File: src/rhp_pkg.sv
package rhp_pkg;

	localparam int KEY_W = 64;
	localparam int DEST_W = 32;
	localparam int BIN_W = 14;
	localparam int PART_W = 4;
	localparam logic [PART_W-1:0] PART_BITS_RESET = 4'd4;

	typedef enum logic [1:0] {
		MODE_CLEAR  = 2'd0,
		MODE_COUNT  = 2'd1,
		MODE_PREFIX = 2'd2,
		MODE_PLACE  = 2'd3
	} mode_t;

	typedef struct packed {
		mode_t            mode;
		logic [KEY_W-1:0] key;
	} item_t;

	typedef struct packed {
		logic [DEST_W-1:0] dest_index;
		logic [KEY_W-1:0]  placed_key;
		logic [BIN_W-1:0]  bin;
		logic              valid_res;
		logic              overflow;
	} result_t;

endpackage

File: src/rhp_front.sv
module rhp_front #(
	parameter int MAX_PART_BITS = 14,
	parameter int ABW = 4
) (
	input  logic                      clk,
	input  logic                      arst_n,
	input  logic                      in_valid,
	output logic                      in_ready,
	input  rhp_pkg::item_t            in_item,
	input  logic [ABW-1:0]            active_bits,
	input  logic                      init_busy,
	output logic                      q_valid,
	input  logic                      q_ready,
	output rhp_pkg::item_t            q_item,
	output logic [MAX_PART_BITS-1:0]  q_bin
);

	rhp_pkg::item_t           item_q [2];
	logic [MAX_PART_BITS-1:0] bin_q [2];
	logic                     wr_ptr_q;
	logic                     rd_ptr_q;
	logic [1:0]               count_q;
	logic                     push;
	logic                     pop;
	logic [MAX_PART_BITS-1:0] bin_mask;
	logic [MAX_PART_BITS-1:0] in_bin;

	// bin select: low key bits under the active mask
	assign bin_mask = ~({MAX_PART_BITS{1'b1}} << active_bits);
	assign in_bin   = in_item.key[MAX_PART_BITS-1:0] & bin_mask;

	assign in_ready = (count_q != 2'd2) && !init_busy;
	assign q_valid  = (count_q != 2'd0);
	assign push     = in_valid && in_ready;
	assign pop      = q_valid && q_ready;
	assign q_item   = item_q[rd_ptr_q];
	assign q_bin    = bin_q[rd_ptr_q];

	always_ff @(posedge clk or negedge arst_n) begin
		if (!arst_n) begin
			wr_ptr_q <= 1'b0;
			rd_ptr_q <= 1'b0;
			count_q  <= 2'd0;
		end else begin
			if (push) begin
				wr_ptr_q <= ~wr_ptr_q;
			end
			if (pop) begin
				rd_ptr_q <= ~rd_ptr_q;
			end
			if (push && !pop) begin
				count_q <= count_q + 2'd1;
			end else if (pop && !push) begin
				count_q <= count_q - 2'd1;
			end
		end
	end

	always_ff @(posedge clk) begin
		if (push) begin
			item_q[wr_ptr_q] <= in_item;
			bin_q[wr_ptr_q]  <= in_bin;
		end
	end

endmodule

File: config.mk
export PLATFORM = sky130hd
export DESIGN_NAME = rhp_front
export DESIGN_NICKNAME = d
export VERILOG_FILES = /design/src/rhp_pkg.sv /design/src/rhp_front.sv
export SDC_FILE = /design/constraint.sdc
export NUM_CORES = 1
export LEC_CHECK = 0
export ABC_AREA = 1
export BUFFER_PORTS_ARGS = -buffer_cell sky130_fd_sc_hd__buf_2
export CORE_AREA = 3 3 129 131
export DETAILED_ROUTE_END_ITERATION = 7
export DIE_AREA = 0 0 132 134
export GPL_TIMING_DRIVEN = 0
export MAX_ROUTING_LAYER = met4
export SYNTH_ARGS = -nofsm -noshare
export SYNTH_HDL_FRONTEND = slang
export SYNTH_SLANG_ARGS = --single-unit
File: constraint.sdc
create_clock -name clk -period 8.52 [get_ports clk]
set_input_delay 0 -clock clk [delete_from_list [all_inputs] [get_ports clk]]
set_output_delay 0 -clock clk [all_outputs]
set_load 0.02 [all_outputs]
# Word level (Yosys, flattened, before mapping)
# Memory sizes are Yosys's and may differ from the RTL's.
# Cells that the tools add are included.
# op_classes
add_sub_neg	2
multipliers	0
n_div	0
magnitude_cmp	0
n_eq_ne	1
shifts	1
muxes	4
n_bitwise	4
n_reduce_logical	10
# op_table
op	count
$and 14x14->14	1
$not 14->14	1
$shl 14x4->14 const A	1
$logic_and 1x1->1	5
$mux 2	2
$reduce_bool 2->1	2
$logic_not 1->1	3
$add 2x1->2 const B	1
$mux 1	2
$ne 2x2->1 const B	1
$not 1->1	2
$sub 2x1->2 const B	1
# word_totals
ff_bits	4
latchBits	0
mem_bits_rw	160
romBits	0
inputBits	75
out_inout_bits	82
mem_count	2
# memory_table
name	words	width	read_ports	rd_clocked_by_memory_dff	wr	line_no	source
item_q	2	66	1	0	1	rhp_front.sv:18	rhp_pkg::item_t item_q [2];
bin_q	2	14	1	0	1	rhp_front.sv:19	logic [MAX_PART_BITS-1:0] bin_q [2];

# Logic depth before layout (Yosys ltp)
# Gate-level depths: netlist of run 1.
# logic_depth
ltp_word	7
ltp_mapped	10

# Least setup slack after synthesis of run 1
# No wires, ideal clock.
# synth_timing
path_type	register to register
start	register count_q[0]
end	memory bin_q[1][0], enable pin
setup_time_ps	519
arrival_ps	3952
required_ps	8001
path_slack_ps	4049
stages_incl_launch_ff	5
period_less_slack_ps	4471
cell_sequence	dfrtp_1 > inv_1 > nand2_1 > nand3_1 > nor2_1
# synth_via
elab_chain_cells	5
# synth_rtl
item	line_no	source
start, declared	rhp_front.sv:22	logic [1:0] count_q;
start signal, assigned	rhp_front.sv:52	count_q <= count_q + 2'd1;
start signal, assigned	rhp_front.sv:54	count_q <= count_q - 2'd1;
$ne 2x2->1	rhp_front.sv:32	assign in_ready = (count_q != 2'd2) && !init_busy;
$logic_and 1x1->1	rhp_front.sv:32	
$logic_and 1x1->1	rhp_front.sv:34	assign push = in_valid && in_ready;
$mux 1	rhp_front.sv:60	if (push) begin
$mux 1 (implied by the code)	rhp_front.sv:62	bin_q[wr_ptr_q] <= in_bin;
end, declared	rhp_front.sv:19	
# No other way between the ends.

# Worst setup path after layout of run 1
# layout_timing
start	register count_q[0]
end	memory item_q[1][21] (netlist name), enable pin
# layout_via
elab_chain_cells	5
# layout_rtl
item	line_no	source
$ne 2x2->1	rhp_front.sv:32	
$logic_and 1x1->1	rhp_front.sv:32	
$logic_and 1x1->1	rhp_front.sv:34	
$mux 1	rhp_front.sv:60	
$mux 1 (implied by the code)	rhp_front.sv:61	item_q[wr_ptr_q] <= in_item;
end, declared	rhp_front.sv:18	
# No other way between the ends.

==> results of run 1 <==
## tightest hold or removal path, delay by kind of cell
family / cells / cell delay, ns
buf+inv: 2 / 0.26
simple gates: 1 / 0.08
## synthesized netlist by cell type
library cell / n / area, um^2
nor2_1: 9 / 33.8
ha_1: 1 / 12.5
inv_6: 1 / 8.76
o21ai_0: 2 / 10.0
dfrtp_1: 4 / 100
o21a_1: 1 / 7.51
inv_1: 16 / 60.1
a21boi_0: 2 / 15.0
xnor2_1: 1 / 8.76
buf_2: 9 / 45.0
nand3_1: 3 / 15.0
nand4_1: 2 / 12.5
edfxtp_1: 160 / 4800
nand2_1: 262 / 983
buf_6: 9 / 101
a21oi_1: 3 / 15.0
and3_1: 1 / 6.26
## final timing paths
path	slack, ns	endpoint	start	cells after the start
setup / recovery	6.47	item_q[1][21]	count_q[0]	5
hold / removal	0.03	bin_q[0][7]	active_bits[3]	3
setup reg to reg	6.47	item_q[1][21]	count_q[0]	5
hold reg to reg	0.48	wr_ptr_q	wr_ptr_q	2
max in group asynchronous	7.82	count_q[0]	arst_n	3
min in group asynchronous	0.52	count_q[1]	arst_n	3
## area by class of cell
class / count / area (um^2)
buffer: 18 / 146
clock buffer: 18 / 429
clock inverter: 13 / 92.6
fill: 1349 / 7110
inverter: 17 / 71.3
multi-input combinational: 287 / 1130
sequential: 164 / 4900
tap: 216 / 270
timing repair buffer: 230 / 1560
## sequential cells by signal, indices dropped and copies added (netlist names)
signal    cells
bin_q        28
count_q       2
item_q      132
rd_ptr_q      1
wr_ptr_q      1
## power by group
part / leakage (nW) / internal [mW] / total (mW) / switching (mW)
clock: 0.245 / 0.393 / 0.677 / 0.285
combinational: 1.95 / 0.301 / 0.937 / 0.636
sequential: 1.52 / 1.00 / 1.03 / 0.0256
total: 3.71 / 1.70 / 2.64 / 0.947
## logic make-up after synthesis
kind of cell	count (synthesis)	synth area share, %
compound gates	8	0.762
simple gates	277	16.8
fa+ha+maj	1	0.200
flops	164	78.6
buf+inv	35	3.45
xor+xnor	1	0.140
## stage by stage
stage | instance area [um^2] | setup WS [ns]
floorplan | 6240 | 4.05
global placement | 7290 | 1.97
detailed placement | 7360 | 6.45
CTS | 8600 | 6.43
global route | 8600 | 6.29
finish | 8600 | 6.47
## routing by layer
| layer | up-vias | share of wire [%] | wire length (um) | track usage (%) |
|---|---|---|---|---|
| li1 | 2129 | - | - | - |
| met1 | 2032 | 43 | 5930 | 19.5 |
| met2 | 132 | 51 | 7050 | 28.0 |
| met3 | 16 | 5.6 | 779 | 4.65 |
| met4 | 0 | 1.3 | 176 | 5.72 |
| met5 | - | 0 | 0 | - |
==> flow_summary.ini, run 1 <==
[grt]
antenna_found_initial = 0
grtUsageTotal_pct = 16.7
grt_max_degree = 46
first_global_vias = 4459
globalRoute.totalOverflow = 0
grt_first_pass_wirelength_um = 22500

[power_and_ir_drop]
peakVddDrop_mv = 0.178
power_mw = 2.64
p_leak_nw = 3.71
p_per_area_nw_per_um2 = 307

[timing]
clock_skew_ns = 0.00576
slew_violations = 0
slew_headroom_pct = 42.4
fmax_mhz = 487
rsz0062_at_grt = no
fin_crit_sh_pct = 24.1
whs_ns = 0.0308
finalSetupTns_ns = 0
worst_pin_slew_ns = 0.863
hold_viol = 0
setup-violations-final = 0
fin_crit_ns = 2.05

[cts]
clock_latency_ns = 0.41
post_cts_buffers = 0
htreeDepth = 4
clock-sinks = 164
cts_resized = 0
cts_made_buffers = 17
clockBufferDepth = 2
clk_pin_slew_ns = 0.06
cts-root-buf = clkbuf_16
hold_buffers = 72
cts_tree = done

[setup_path]
required_ns = 8.62
startpoint_type = register
worstPathMaxFanout = 29
slowest_stage = nor2_4
slowest_delay_ns = 0.70
cp_top_family = simple AND/OR/NAND/NOR gates
critPathArrivalTime_ns = 2.16
cp-end-kind = register
path_cells = inv_1, nand2_1, nand3_1, nor2_4, buf_12
critPathKind = register to register
worst-path-buf-inv = 2

[finish]
area_delta_synth_final_pct = 37.8
diodes = 0
fin_util_pct = 54.7
fin_nets = 811
drive_gt1_share_pct = 27.0
mostFrequentLayoutCells = 262 x nand2_1, 164 x buf_2, 160 x edfxtp_1
mostFrequentLayoutCell = nand2_1
final_cells = 963

[placement]
portBuffers = 155
gp_congestion = 0.837
hpwl_um = 8960
placed_cells = 860

[routing]
avgRoutedWirePerCell_um = 14.5
dr.pass1.iters = 4
vias_per_cell = 4.47
antenna_left = 0
routed_wl_um = 13900
via_count = 4309
drtIter0Drc = 234
drt_drc_violations_left = 0

[floorplan]
io_pins = 157
die_x_um = 132
dieArea_um2 = 17700
core_um2 = 15700
start_util_pct = 39.7
row_count = 46
die_y_um = 134

[flow_run]
cap_violations = 0

[run_status]
status = finished, final reports clean

[synthesis]
synth.net_count = 562
synthesis.area_per_instance_um2 = 12.8
synth_cell_types = 17
yosysSeqAreaShare_pct = 78.6
synth_area_um2 = 6240
ys_ff_latch = 164
synthCells = 486
ys_warn_count = 0

[worst_hold_path]
hold_class = primary input to register
No activity file was read; power rests on OpenSTA's default activity.
==> run 2, diff against run 1 <==
Settings changed: ABC_AREA 1 to 0, CORE_AREA 3 3 129 131 to 3 3 132 134, DIE_AREA 0 0 132 134 to 0 0 135 137.
Clock period 8.52 ns to 1.7 ns, I/O delays scaled along.
==> flow_summary.ini, run 2 <==
[cts]
clock-sinks = 164
clock_latency_ns = 0.42
cts-root-buf = clkbuf_16
clockBufferDepth = 2
cts_tree = done
cts_made_buffers = 17
clk_pin_slew_ns = 0.06
htreeDepth = 4

[grt]
first_global_vias = 3867
antenna_found_initial = 0
grtUsageTotal_pct = 15.1
globalRoute.totalOverflow = 0
grt_first_pass_wirelength_um = 20300
grt_max_degree = 39

[floorplan]
die_x_um = 135
core_um2 = 16400
row_count = 47
start_util_pct = 39.4
io_pins = 157
die_y_um = 137
dieArea_um2 = 18500

[timing]
fin_crit_ns = 1.64
fin_crit_sh_pct = 96.7
fmax_mhz = 608
clock_skew_ns = 0.00584
hold_viol = 0
worst_pin_slew_ns = 0.440
slew_violations = 0
setup-violations-final = 0
slew_headroom_pct = 70.7
rsz0062_at_grt = yes

[setup_path]
worst-path-buf-inv = 2
critPathArrivalTime_ns = 1.74
slowest_stage = dfrtp_1
slowest_delay_ns = 0.39
path_cells = nor2b_4, nor3b_4, buf_4, and2_4, buf_12
critPathKind = register to register
cp_top_family = simple AND/OR/NAND/NOR gates
required_ns = 1.80
startpoint_type = register
worstPathMaxFanout = 38
cp-end-kind = register

[synthesis]
synthTopCellsByCount = 160 x edfxtp_1, 79 x mux2_4, 8 x buf_6, 6 x nor2_1, 5 x nor2b_1
synthArstFlopShare_pct = 2.44
synth_edf_count = 160
synth.net_count = 369
synthFlopType = edfxtp_1
synthCells = 293
synth_area_um2 = 6470
yosysSeqAreaShare_pct = 75.8
synth_area_leaders = edfxtp_1 74%, mux2_4 18%, dfrtp_1 1.5%, buf_6 1.4%, nor2b_1 0.48%
ys_ff_latch = 164
synth_cell_types = 27
synth_most_common_cell = edfxtp_1
synthesis.area_per_instance_um2 = 22.1
ys_warn_count = 0
yosysTopAreaCellShare_pct = 74.3
synth_top_area_cell = edfxtp_1

[power_and_ir_drop]
p_per_area_nw_per_um2 = 1520
peakVddDrop_mv = 0.748
p_leak_nw = 3.67

[finish]
mostFrequentLayoutCell = edfxtp_1
top_register = item_q
final_area_um2 = 9100
area_delta_synth_final_pct = 40.6
mostFrequentLayoutCells = 160 x edfxtp_1, 158 x buf_2, 79 x mux2_4
n_fill_cell = 1297
drive_gt1_share_pct = 52.4
fin_nets = 634
final_cells = 791
reg_top3 = item_q (132), bin_q (28), count_q (2)
largest_reg_flops = 132
diodes = 0
fin_util_pct = 55.5

[placement]
gp_congestion = 0.755
placed_cells = 671
portBuffers = 155
hpwl_um = 8210
dpl_cell_area_um2 = 7600

[routing]
avgRoutedWirePerCell_um = 16.7
vias_per_cell = 4.50
antenna_left = 0
drt_drc_violations_left = 0
dr.pass1.iters = 4
via_count = 3562
drtIter0Drc = 145
routed_wl_um = 13200

[flow_run]
cap_violations = 0

[worst_hold_path]
hold_class = primary input to register

[run_status]
status = finished, final reports clean
[run 2: power breakdown]
part           switching [mW]  total, mW  internal, mW
registers               0.182       5.21          5.03
clock network            1.49       3.79          2.30
logic                    2.50       4.84          2.34
[run 2: cells by family (layout without fill, tap and decap cells)]
logic type	Yosys count	in the layout	synth area share, %
flip-flops	164	164	75.8
multiplexers	80	80	18.5
AND/OR/NAND/NOR	22	26	2.03
buffers and inverters	12	286	1.74
AO/OA/AOI/OAI	9	9	1.04
XOR/XNOR	5	5	0.677
adder cells (fa/ha/maj)	1	1	0.193
[run 2: area by class of cell]
type | count | area (um^2) | share of cell area [%]
clock buffers | 18 | 429 | 4.72
repair buffers | 242 | 1700 | 18.7
plain buffers | 12 | 120 | 1.32
well taps | 220 | 275 | 3.03
flip-flops and latches | 164 | 4900 | 53.9
clock inverters | 14 | 163 | 1.79
multi-input cells | 121 | 1510 | 16.5
[run 2: worst register-to-register path: stages (launching register included)]
cell	delay (ns)
dfrtp_1	0.39
nor2b_4	0.14
nor3b_4	0.22
buf_4	0.16
and2_4	0.16
buf_12	0.22
[run 2: timing repair]
item | in CTS | in global routing
endpoints found under the hold margin | 166 | 0
endpoints found under the setup margin | 225 | 103
buffers inserted | 9 | 1
hold buffers | 72 | 0
resized for setup | 9 | 0
cloned | 5 | 1
pin swaps | 2 | 1
[run 2: worst paths after layout]
path	start	endpoint	slack (ns)	depth (start not counted)
setup / recovery	count_q[1]	item_q[1][52]	0.06	5
hold / removal	active_bits[2]	bin_q[1][6]	0.04	3
setup reg to reg	count_q[1]	item_q[1][52]	0.06	5
hold reg to reg	count_q[1]	count_q[1]	0.59	2
max in group asynchronous	arst_n	wr_ptr_q	1.04	3
min in group asynchronous	arst_n	rd_ptr_q	0.49	3
[run 2: through the flow]
stage / TNS [ns] / power [mW] / worst slack (ns) / hold WS (ns)
6_report: 0 / 13.8 / 0.0563 / 0.0404
5_1_grt: -0.0751 / 14.5 / -0.0130 / 0.0506
4_1_cts: -1.50 / 14.0 / -0.0428 / 0.0101
3_5_place_dp: -52.71 / 9.84 / -0.447 / -0.187
3_3_place_gp: -214.38 / 9.75 / -1.52 / -0.188
2_1_floorplan: -103.96 / 8.58 / -0.755 / -0.296
[run 2: per-layer routing]
metal	vias to the layer above	routed length [um]	global-route usage [%]
li1	1684	-	-
met1	1746	5490	17.5
met2	116	6700	25.4
met3	16	763	4.01
met4	0	219	5.71
met5	-	0	-
